`src/swds_pkg.sv`:
```
`default_nettype none

package swds_pkg;

   // Eight-step duty patterns, one byte per duty setting, step 0 in the low bit
   localparam logic [31:0] DUTY_PATTERN = 32'h7EE1_8180;

   localparam int FREQ_W   = 11;
   localparam int COUNT_W  = 13;
   localparam int POS_W    = 3;
   localparam int DUTY_W   = 2;

   // Extra cycles from trigger to the first step
   localparam logic [COUNT_W-1:0] TRIGGER_DELAY = COUNT_W'(4);
   localparam logic [12:0] PERIOD_BASE = 13'd2048;

   typedef enum logic [2:0] {
      OP_TICK       = 3'd0,
      OP_DUTY       = 3'd1,
      OP_FREQ_LOW   = 3'd2,
      OP_FREQ_HIGH  = 3'd3,
      OP_RESET      = 3'd4
   } op_type;

   typedef struct packed {
      logic [FREQ_W-1:0]  frequency;
      logic [DUTY_W-1:0]  duty_select;
      logic [POS_W-1:0]   wave_position;
      logic               wave_level;
      logic [COUNT_W-1:0] step_countdown;
      logic               is_running;
      logic               cycle_parity;
   } seq_state_type;

   // Step period: (2048 - frequency) * 2, always in 2..4096
   function automatic logic [COUNT_W-1:0] step_period(input logic [FREQ_W-1:0] freq);
      logic [12:0] diff;
      diff = PERIOD_BASE - {2'b00, freq};
      return {diff[11:0], 1'b0};
   endfunction

   function automatic logic pattern_bit(input logic [DUTY_W-1:0] duty,
                                        input logic [POS_W-1:0] pos);
      return DUTY_PATTERN[{duty, pos}];
   endfunction

endpackage

`default_nettype wire

```
`src/swds_step.sv`:
```
`default_nettype none

module swds_step
   import swds_pkg::*;
(
   input  seq_state_type cur,
   input  logic [2:0]    op,
   input  logic [7:0]    value,
   output seq_state_type nxt
);

   logic [COUNT_W-1:0] count_dec;
   logic [POS_W-1:0]   pos_inc;
   logic [FREQ_W-1:0]  freq_high;

   always_comb begin
      count_dec = (cur.step_countdown != '0) ? cur.step_countdown - COUNT_W'(1)
                                              : cur.step_countdown;
      pos_inc   = cur.wave_position + POS_W'(1);
      freq_high = {value[2:0], cur.frequency[7:0]};
   end

   always_comb begin
      nxt = cur;
      unique case (op_type'(op))
         OP_TICK: begin
            nxt.cycle_parity = ~cur.cycle_parity;
            if (cur.is_running) begin
               nxt.step_countdown = count_dec;
               if (count_dec == '0) begin
                  // advance one step and reload the period
                  nxt.wave_position  = pos_inc;
                  nxt.wave_level     = pattern_bit(cur.duty_select, pos_inc);
                  nxt.step_countdown = step_period(cur.frequency);
               end
            end
         end
         OP_DUTY: begin
            nxt.duty_select = value[7:6];
         end
         OP_FREQ_LOW: begin
            nxt.frequency = {cur.frequency[10:8], value};
         end
         OP_FREQ_HIGH: begin
            nxt.frequency = freq_high;
            if (value[7]) begin
               // align the first step to the even cycle at or before now
               nxt.step_countdown = step_period(freq_high) + TRIGGER_DELAY
                                    - COUNT_W'(cur.cycle_parity);
               nxt.is_running     = 1'b1;
            end
         end
         OP_RESET: begin
            nxt.wave_position  = '0;
            nxt.wave_level     = 1'b0;
            nxt.step_countdown = '0;
            nxt.is_running     = 1'b0;
         end
         default: begin
            nxt = cur;
         end
      endcase
   end

endmodule

`default_nettype wire

```
`src/square_wave_duty_sequencer_core.sv`:
```
`default_nettype none
// Each accepted request leaves its result registered on the rsp_ port in the next cycle.
// Throughput: one request per cycle while no result is stalled; the sequencer state is
//   the result register; a new request is taken in the same cycle as the pending result.
// Reset (synchronous, active high) clears frequency, duty, position, level,
//   countdown, running and parity, and drops any pending result.

module square_wave_duty_sequencer_core
   import swds_pkg::*;
(
   input  wire logic       clock,
   input  wire logic       reset,

   input  wire logic       req_valid,
   output logic            req_stall,
   input  wire logic [2:0] req_op,
   input  wire logic [7:0] req_value,

   output logic            rsp_valid,
   input  wire logic       rsp_stall,
   output logic            rsp_level,
   output logic [2:0]      rsp_position,
   output logic            rsp_running
);

   seq_state_type state_ff;
   seq_state_type state_in;
   seq_state_type step_next;
   logic          rsp_valid_ff;
   logic          rsp_valid_in;
   logic          req_accept;
   logic          rsp_taken;

   // All per-request work: one pass of next-state logic
   swds_step u_step (
      .cur   (state_ff),
      .op    (req_op),
      .value (req_value),
      .nxt   (step_next)
   );

   // Hold the request while a result waits and the consumer stalls
   assign req_stall  = rsp_valid_ff & rsp_stall;
   assign req_accept = req_valid & ~req_stall;
   assign rsp_taken  = rsp_valid_ff & ~rsp_stall;

   always_comb begin
      state_in     = req_accept ? step_next : state_ff;
      rsp_valid_in = req_accept | (rsp_valid_ff & ~rsp_taken);
   end

   always_ff @(posedge clock) begin
      if (reset) begin
         state_ff     <= '0;
         rsp_valid_ff <= 1'b0;
      end else begin
         state_ff     <= state_in;
         rsp_valid_ff <= rsp_valid_in;
      end
   end

   // The state only moves on an accepted request, so it is the result as shown
   assign rsp_valid    = rsp_valid_ff;
   assign rsp_level    = state_ff.wave_level;
   assign rsp_position = state_ff.wave_position;
   assign rsp_running  = state_ff.is_running;

   a_running_countdown: assert property (@(posedge clock) disable iff (reset)
      state_ff.is_running |-> state_ff.step_countdown != '0)
      else $error("sequencer running with a zero countdown");

   a_accept_gives_result: assert property (@(posedge clock) disable iff (reset)
      req_accept |=> rsp_valid_ff)
      else $error("accepted request produced no result");

   a_stall_needs_pending: assert property (@(posedge clock) disable iff (reset)
      req_stall |-> rsp_valid_ff)
      else $error("request stalled with no pending result");

   a_idle_tick_holds: assert property (@(posedge clock) disable iff (reset)
      req_accept && req_op == OP_TICK && !state_ff.is_running
      |=> $stable(state_ff.wave_position) && !state_ff.is_running)
      else $error("stopped sequencer moved on a tick");

   a_tick_parity: assert property (@(posedge clock) disable iff (reset)
      req_accept && req_op == OP_TICK
      |=> state_ff.cycle_parity != $past(state_ff.cycle_parity))
      else $error("tick did not toggle cycle parity");

endmodule

`default_nettype wire

```
`config.mk`:
```
export PLATFORM = sky130hd
export DESIGN_NAME = square_wave_duty_sequencer_core
export DESIGN_NICKNAME = d
export VERILOG_FILES = /design/src/swds_pkg.sv /design/src/swds_step.sv /design/src/square_wave_duty_sequencer_core.sv
export SDC_FILE = /design/constraint.sdc
export NUM_CORES = 1
export LEC_CHECK = 0
export BUFFER_PORTS_ARGS = -buffer_cell sky130_fd_sc_hd__buf_4
export CORE_MARGIN = 2
export CORE_UTILIZATION = 28
export CTS_CLUSTER_SIZE = 10
export DETAILED_ROUTE_END_ITERATION = 16
export SYNTH_ARGS = -nofsm -noshare
export SYNTH_HDL_FRONTEND = slang
export SYNTH_SLANG_ARGS = --single-unit
```
`constraint.sdc`:
```
create_clock -name clock -period 3.9 [get_ports clock]
set_input_delay 0.39 -clock clock [delete_from_list [all_inputs] [get_ports clock]]
set_output_delay 0.39 -clock clock [all_outputs]
set_load 0.02 [all_outputs]
```
# After elaboration in Yosys (flattened, before gate mapping)

Memories as Yosys holds them, arrays and structs flattened.
Cells that the tools add are included.

Bits in read-only memories: 32
Logic and storage cells: 57
Input bits: 15
Memories: 1
Register bits: 33

Reduce and logical (&&, ||, !) cells: 13
Multiplexer cells: 9
Equality and inequality tests: 7
Bitwise gates (word level): 11
$add $sub $neg: 6
$lt $le $gt $ge: 1

Memory list:

| name            | depth | bits a word | read ports | clocked after Yosys merged registers in | wr ports | line           | source |
|---|---|---|---|---|---|---|---|
| (no name shown) | 32    | 1           | 1          | 0                                       | 0        | swds_pkg.sv:44 | `return DUTY_PATTERN[{duty, pos}];` |

Operator list:

| operator                 | count |
|---|---|
| $pmux W13 S3             | 1 |
| $mux W17                 | 2 |
| $sub A12 B11 Y12 const A | 2 |
| $pmux W11 S2             | 1 |
| $mux W14                 | 1 |
| $add A13 B3 Y13 const B  | 1 |
| $logic_not A13 Y1        | 1 |
| $mux W13                 | 1 |
| $reduce_bool A13 Y1      | 1 |
| $sub A13 B1 Y13          | 1 |
| $sub A13 B1 Y13 const B  | 1 |
| $reduce_and A3 Y1        | 3 |
| $pmux W4 S2              | 1 |
| $reduce_and A4 Y1        | 2 |
| $eq A3 B2 Y1 const B     | 2 |
| $lt A5 B6 Y1 const B     | 1 |
| $not A1 Y1               | 6 |
| $and A1 B1 Y1            | 4 |
| $ne A2 B2 Y1 const B     | 2 |
| $reduce_and A2 Y1        | 2 |
| $reduce_bool A2 Y1       | 2 |
| $add A3 B1 Y3 const B    | 1 |
| $eq A3 B1 Y1 const B     | 1 |
| $eq A3 B3 Y1 const B     | 1 |
| other kinds (6)          | 6 |

# Logic depth before layout (Yosys ltp)

Depth in word-level cells: 6
Gate-level depth with buffers: 13

# By module

From an unflattened synthesis, not the netlist that was laid out.

Cell total of the unflattened synthesis: 481
Area total of the unflattened synthesis: 3597.2 µm²

Modules (own cells, without submodules):

| module                          | area an instance (µm²) | cells an instance | instances | seq. area each (µm²) |
|---|---|---|---|---|
| swds_step                       | 2085.8                 | 335               | 1         | 0.0 |
| square_wave_duty_sequencer_core | 1511.4                 | 146               | 1         | 660.6 |

# Worst setup path before layout

OpenSTA, ideal clock, no wires.

Kind: register to register
Start: register state_ff[21] (netlist name)
End: register state_ff[14] (netlist name)
Path slack: 0.673 ns
Clock period less this slack: 3.227 ns
Buffers on the path: 0
Arrival: 3.137 ns
Required time: 3.809 ns
Library setup time: 0.091 ns
Stages on the path, launching flop included: 13
Cell sequence: dfxtp_1 > inv_1 > ha_1 > nor3b_1 > xnor2_1 > inv_1 > ha_1 > inv_1 > o31a_1 > nor4_1 > a2111oi_0 > or4_1 > a311oi_1

Word-level cells in the longest chain between the ends: 5
Elaborated cells on any way between the ends: 8

Ends and longest elaborated chain:

| what                   | line                                  | source |
|---|---|---|
| from (decl)            | square_wave_duty_sequencer_core.sv:26 | `seq_state_type state_ff;` |
| from (signal assigned) | square_wave_duty_sequencer_core.sv:57 | `state_ff <= state_in;` |
| $sub A12 B11 Y12       | swds_pkg.sv:38                        | `diff = PERIOD_BASE - {2'b00, freq};` |
| $add A13 B3 Y13        | swds_step.sv:48                       | `nxt.step_countdown = step_period(freq_high) + TRIGGER_DELAY` |
| $sub A13 B1 Y13        | swds_step.sv:49                       | `- COUNT_W'(cur.cycle_parity);` |
| $mux W14               | swds_step.sv:46                       | `if (value[7]) begin` |
| $pmux W13 S3 *         | swds_step.sv:25                       | `unique case (op_type'(op))` |

Every way passes the cells marked *; elsewhere a longest branch is shown, timed or not. The select of a mux whose other input is x is not followed.
A chain may end at the register's enable or synchronous reset.

# Final worst setup path

Same ends and word-level chain as after synthesis.

==> impl_metrics.yaml <==
synth:
  synth_fa_ha_area_share_pct: 7.702
  synthesis.instances: 403
  async_flop_share_pct: 0
  synthXorXnorAreaFrac_pct: 7.945
  synth_top_family_by_area: "simple AND/OR/NAND/NOR gates"
  synth-seq-area-share_pct: 21.40
  synth_warnings: 0
  yosys.area_share.simple_pct: 26.75
  syn_nets: 437
  syn_area_mm2: 0.003087
  ys_seq_elements: 33
  synth_compound_area_share_pct: 23.88
  synth_mux_area_share_pct: 6.283
  syn_area_per_cell_um2: 7.659
  synth_cell_types: 64
  synth_edf_count: 0
  synth_ff_type: "dfxtp_1"
timing:
  fin_ws_ns: 0.4105
  hold_violations: 0
  rsz0062_at_grt: "false"
  period_minus_slack_ns: 3.489
  min_period_over_period_pct: 89.47
  finalSetupTns_ns: 0
  fin_skew_ns: 0.01354
  fmax_mhz: 286.6
  setup_viol: 0
  hold_ws_ns: 0.3273
  maxSlewViolCount: 0
  worst_slew_pin_slew_ns: 0.7789
  slew-limit-headroom_pct: 47.67
clock_tree:
  cts_hold_buf: 0
  clock_latency_ns: 0.29
  path_clk_slew_ns: 0.07
  h-tree-depth: 2
  cts_made_buffers: 5
  clock-root-buffer: "clkbuf_8"
  clock_sinks: 33
  tritoncts: "yes"
  cts_max_path_buffers: 2
placed_design:
  hpwl_um: 6279
  placed_cells: 544
  gp_congestion: 0.8762
  portBuffers: 21
  pre_cts_ws_ns: 0.2205
finish:
  final_common_cell: "nor2_1"
  final_nets: 445
  syn2layout_area_growth_pct: 12.44
  drive_gt1_share_pct: 11.65
  layout_common_cells: "45 x nor2_1, 33 x dfxtp_1, 27 x nand2_1, 25 x a21oi_1, 25 x buf_4"
  antenna_cells: 0
  final_cells: 552
  fillerInstances: 1141
global_route:
  grt_max_degree: 35
  grt-ovfl-total: 0
  grt_pass1_wl_um: 13480
  grt_pass1_vias: 2756
  grt_usage_pct: 14.03
  antenna_found_initial: 0
die:
  core.rowCount: 38
  io_pins: 22
  die_h_um: 109.0
  start_util_pct: 28.60
  die-area_mm2: 0.01188
  core_mm2: 0.01079
  fp.dieW_um: 109.0
power_and_ir_drop:
  pwr-share-clk_pct: 29.2
  intPower_mw: 0.7494
  power.density_mw_per_mm2: 339.0
  pwr-share-comb_pct: 39.8
  p_sw_mw: 0.4273
  p_sw_share_pct: 36.32
  power.total_mw: 1.177
  ir_drop_v: 0.0001277
  leakage_nw: 1.319
  seqPwrFrac_pct: 31.1
worst_setup_path:
  reg2reg_depth: 12
  path_delay_family: "simple AND/OR/NAND/NOR gates"
  cp.depth: 12
  r2r_end: "state_ff[14]"
  crit_buf_inv: 3
  worst_path_most_repeated_cell: "inv_1"
  reg2reg_slack_ns: 0.41
  critical_path.cell_chain: "inv_1 -> ha_1 -> nor3b_1 -> xnor2_2 -> inv_1 -> ha_1 -> inv_1 -> o31a_1 -> nor4_1 -> a2111oi_1 -> or4_1 -> a311oi_1"
  endpoint_kind: "flop"
  cp-endpoint: "state_ff[14]"
  critical_path_required_ns: 4.10
  start_kind: "flop"
  cp_slowest_cell: "or4_1"
  arrival_ns: 3.69
  cp_max_fo: 8
  crit_type: "flop to flop"
  crit_start: "state_ff[21]"
  reg2reg_from: "state_ff[21]"
  slowest_delay_ns: 0.51
routing:
  firstDrtPassIters: 4
  dr_total_vias: 2979
  drc_errors: 0
  ant_nets: 0
  vias_per_cell: 5.397
  drt_iter0_drc: 242
  wirelength_um: 8087
  wl_per_cell_um: 14.65
outcome:
  status: "completed"
min_path:
  hold_class: "input port to flop"
job:
  drv_cap: 0
## sequential cells by signal, indices dropped and copies added, names as in the netlist
register	count
rsp_level	1
rsp_position	3
state_ff	27
rsp_running	1
rsp_valid	1
## what timing repair did
action,CTS,global route
setup buffers,0,0
endpoints found under the setup margin,0,2
resized for setup,0,2
## cell families (layout without fill, tap and decap cells)
family	after synthesis	count (layout)
flip-flops	33	33
XOR/XNOR	28	28
buffers and inverters	46	55
adder cells (fa/ha/maj)	19	19
AO/OA/AOI/OAI	105	105
AND/OR/NAND/NOR	153	153
multiplexers	19	19
## routing by layer
layer,vias to the layer above,global-route usage (%),wire length (µm)
met4,0,4.029,119
met2,60,23.03,3749
met1,1401,19.05,3891
li1,1503,-,-
met5,-,0,0
met3,15,1.973,327
## stage by stage
| step | util, % | instance area, µm² |
|---|---|---|
| 4_1_cts | 32.08 | 3462 |
| 6_report | 32.16 | 3471 |
| 2_1_floorplan | - | 3087 |
| 3_3_place_gp | 31.00 | 3346 |
| 3_5_place_dp | 31.00 | 3346 |
| 5_1_grt | 32.16 | 3471 |
## synthesized netlist by cell type (3+ instances only)
library cell  instances  share of area (%)
a21oi_1              25                4.1
a211oi_1             10                2.4
nand4_1               5                1.0
buf_4                 3               0.73
nand3_1              11                1.8
clkbuf_1             15                1.8
o31ai_1               3               0.73
inv_1                22                2.7
or2_2                 3               0.61
or4_1                 5                1.2
mux2i_1              16                5.2
xnor2_1              16                4.5
o21ai_0              16                2.6
nor3b_1               4               0.97
buf_1                 4               0.49
a31oi_1               7                1.4
o2bb2ai_1             3               0.85
nand2_1              27                3.3
mux2_2                3                1.1
o32ai_1               3               0.85
and2_1                3               0.61
and3_1                3               0.61
nand2b_1              5                1.0
nor2_1               45                5.5
ha_1                 19                7.7
o211ai_1              3               0.73
xor2_1               12                3.4
dfxtp_1              33                 21
nor3_1               17                2.8
nor4_1                8                1.6
a221oi_1              6                1.7
## final cells by class
| class | count | area (µm²) | area share, % |
|---|---|---|---|
| Multi-Input combinational cell | 324 | 2248 | 64.78 |
| Sequential cell | 33 | 660.6 | 19.03 |
| Timing Repair Buffer | 25 | 187.7 | 5.407 |
| Tap cell | 140 | 175.2 | 5.047 |
| Clock buffer | 7 | 86.33 | 2.487 |
| Inverter | 22 | 82.58 | 2.379 |
| Clock inverter | 1 | 30.03 | 0.8652 |
## power by group through the flow
stage	clock, mW	combinational, mW	sequential, mW
floorplan	0	0.359	0.366
global placement	0	0.454	0.373
detailed placement	0	0.458	0.373
CTS	0.346	0.462	0.365
global route	0.364	0.520	0.368
finish	0.343	0.468	0.366
## worst register-to-register path, stage by stage (launching register included)
cell and delay [ns]:
dfxtp_1 0.48, inv_1 0.14, ha_1 0.25, nor3b_1 0.18
xnor2_2 0.28, inv_1 0.12, ha_1 0.41, inv_1 0.06
o31a_1 0.34, nor4_1 0.24, a2111oi_1 0.14, or4_1 0.51
a311oi_1 0.26
## worst min-delay path by stage
stage	start	to	cells after the start	slack (ns)
2_1_floorplan	state_ff[31]	state_ff[31]	2	0.46
4_1_cts	req_valid	rsp_valid	3	0.33
3_5_place_dp	rsp_level	rsp_level	2	0.46
6_report	req_valid	rsp_valid	3	0.33
5_1_grt	req_valid	rsp_valid	3	0.35
3_3_place_gp	rsp_level	rsp_level	2	0.45
Note: power is estimated with default switching activity, not from simulation.
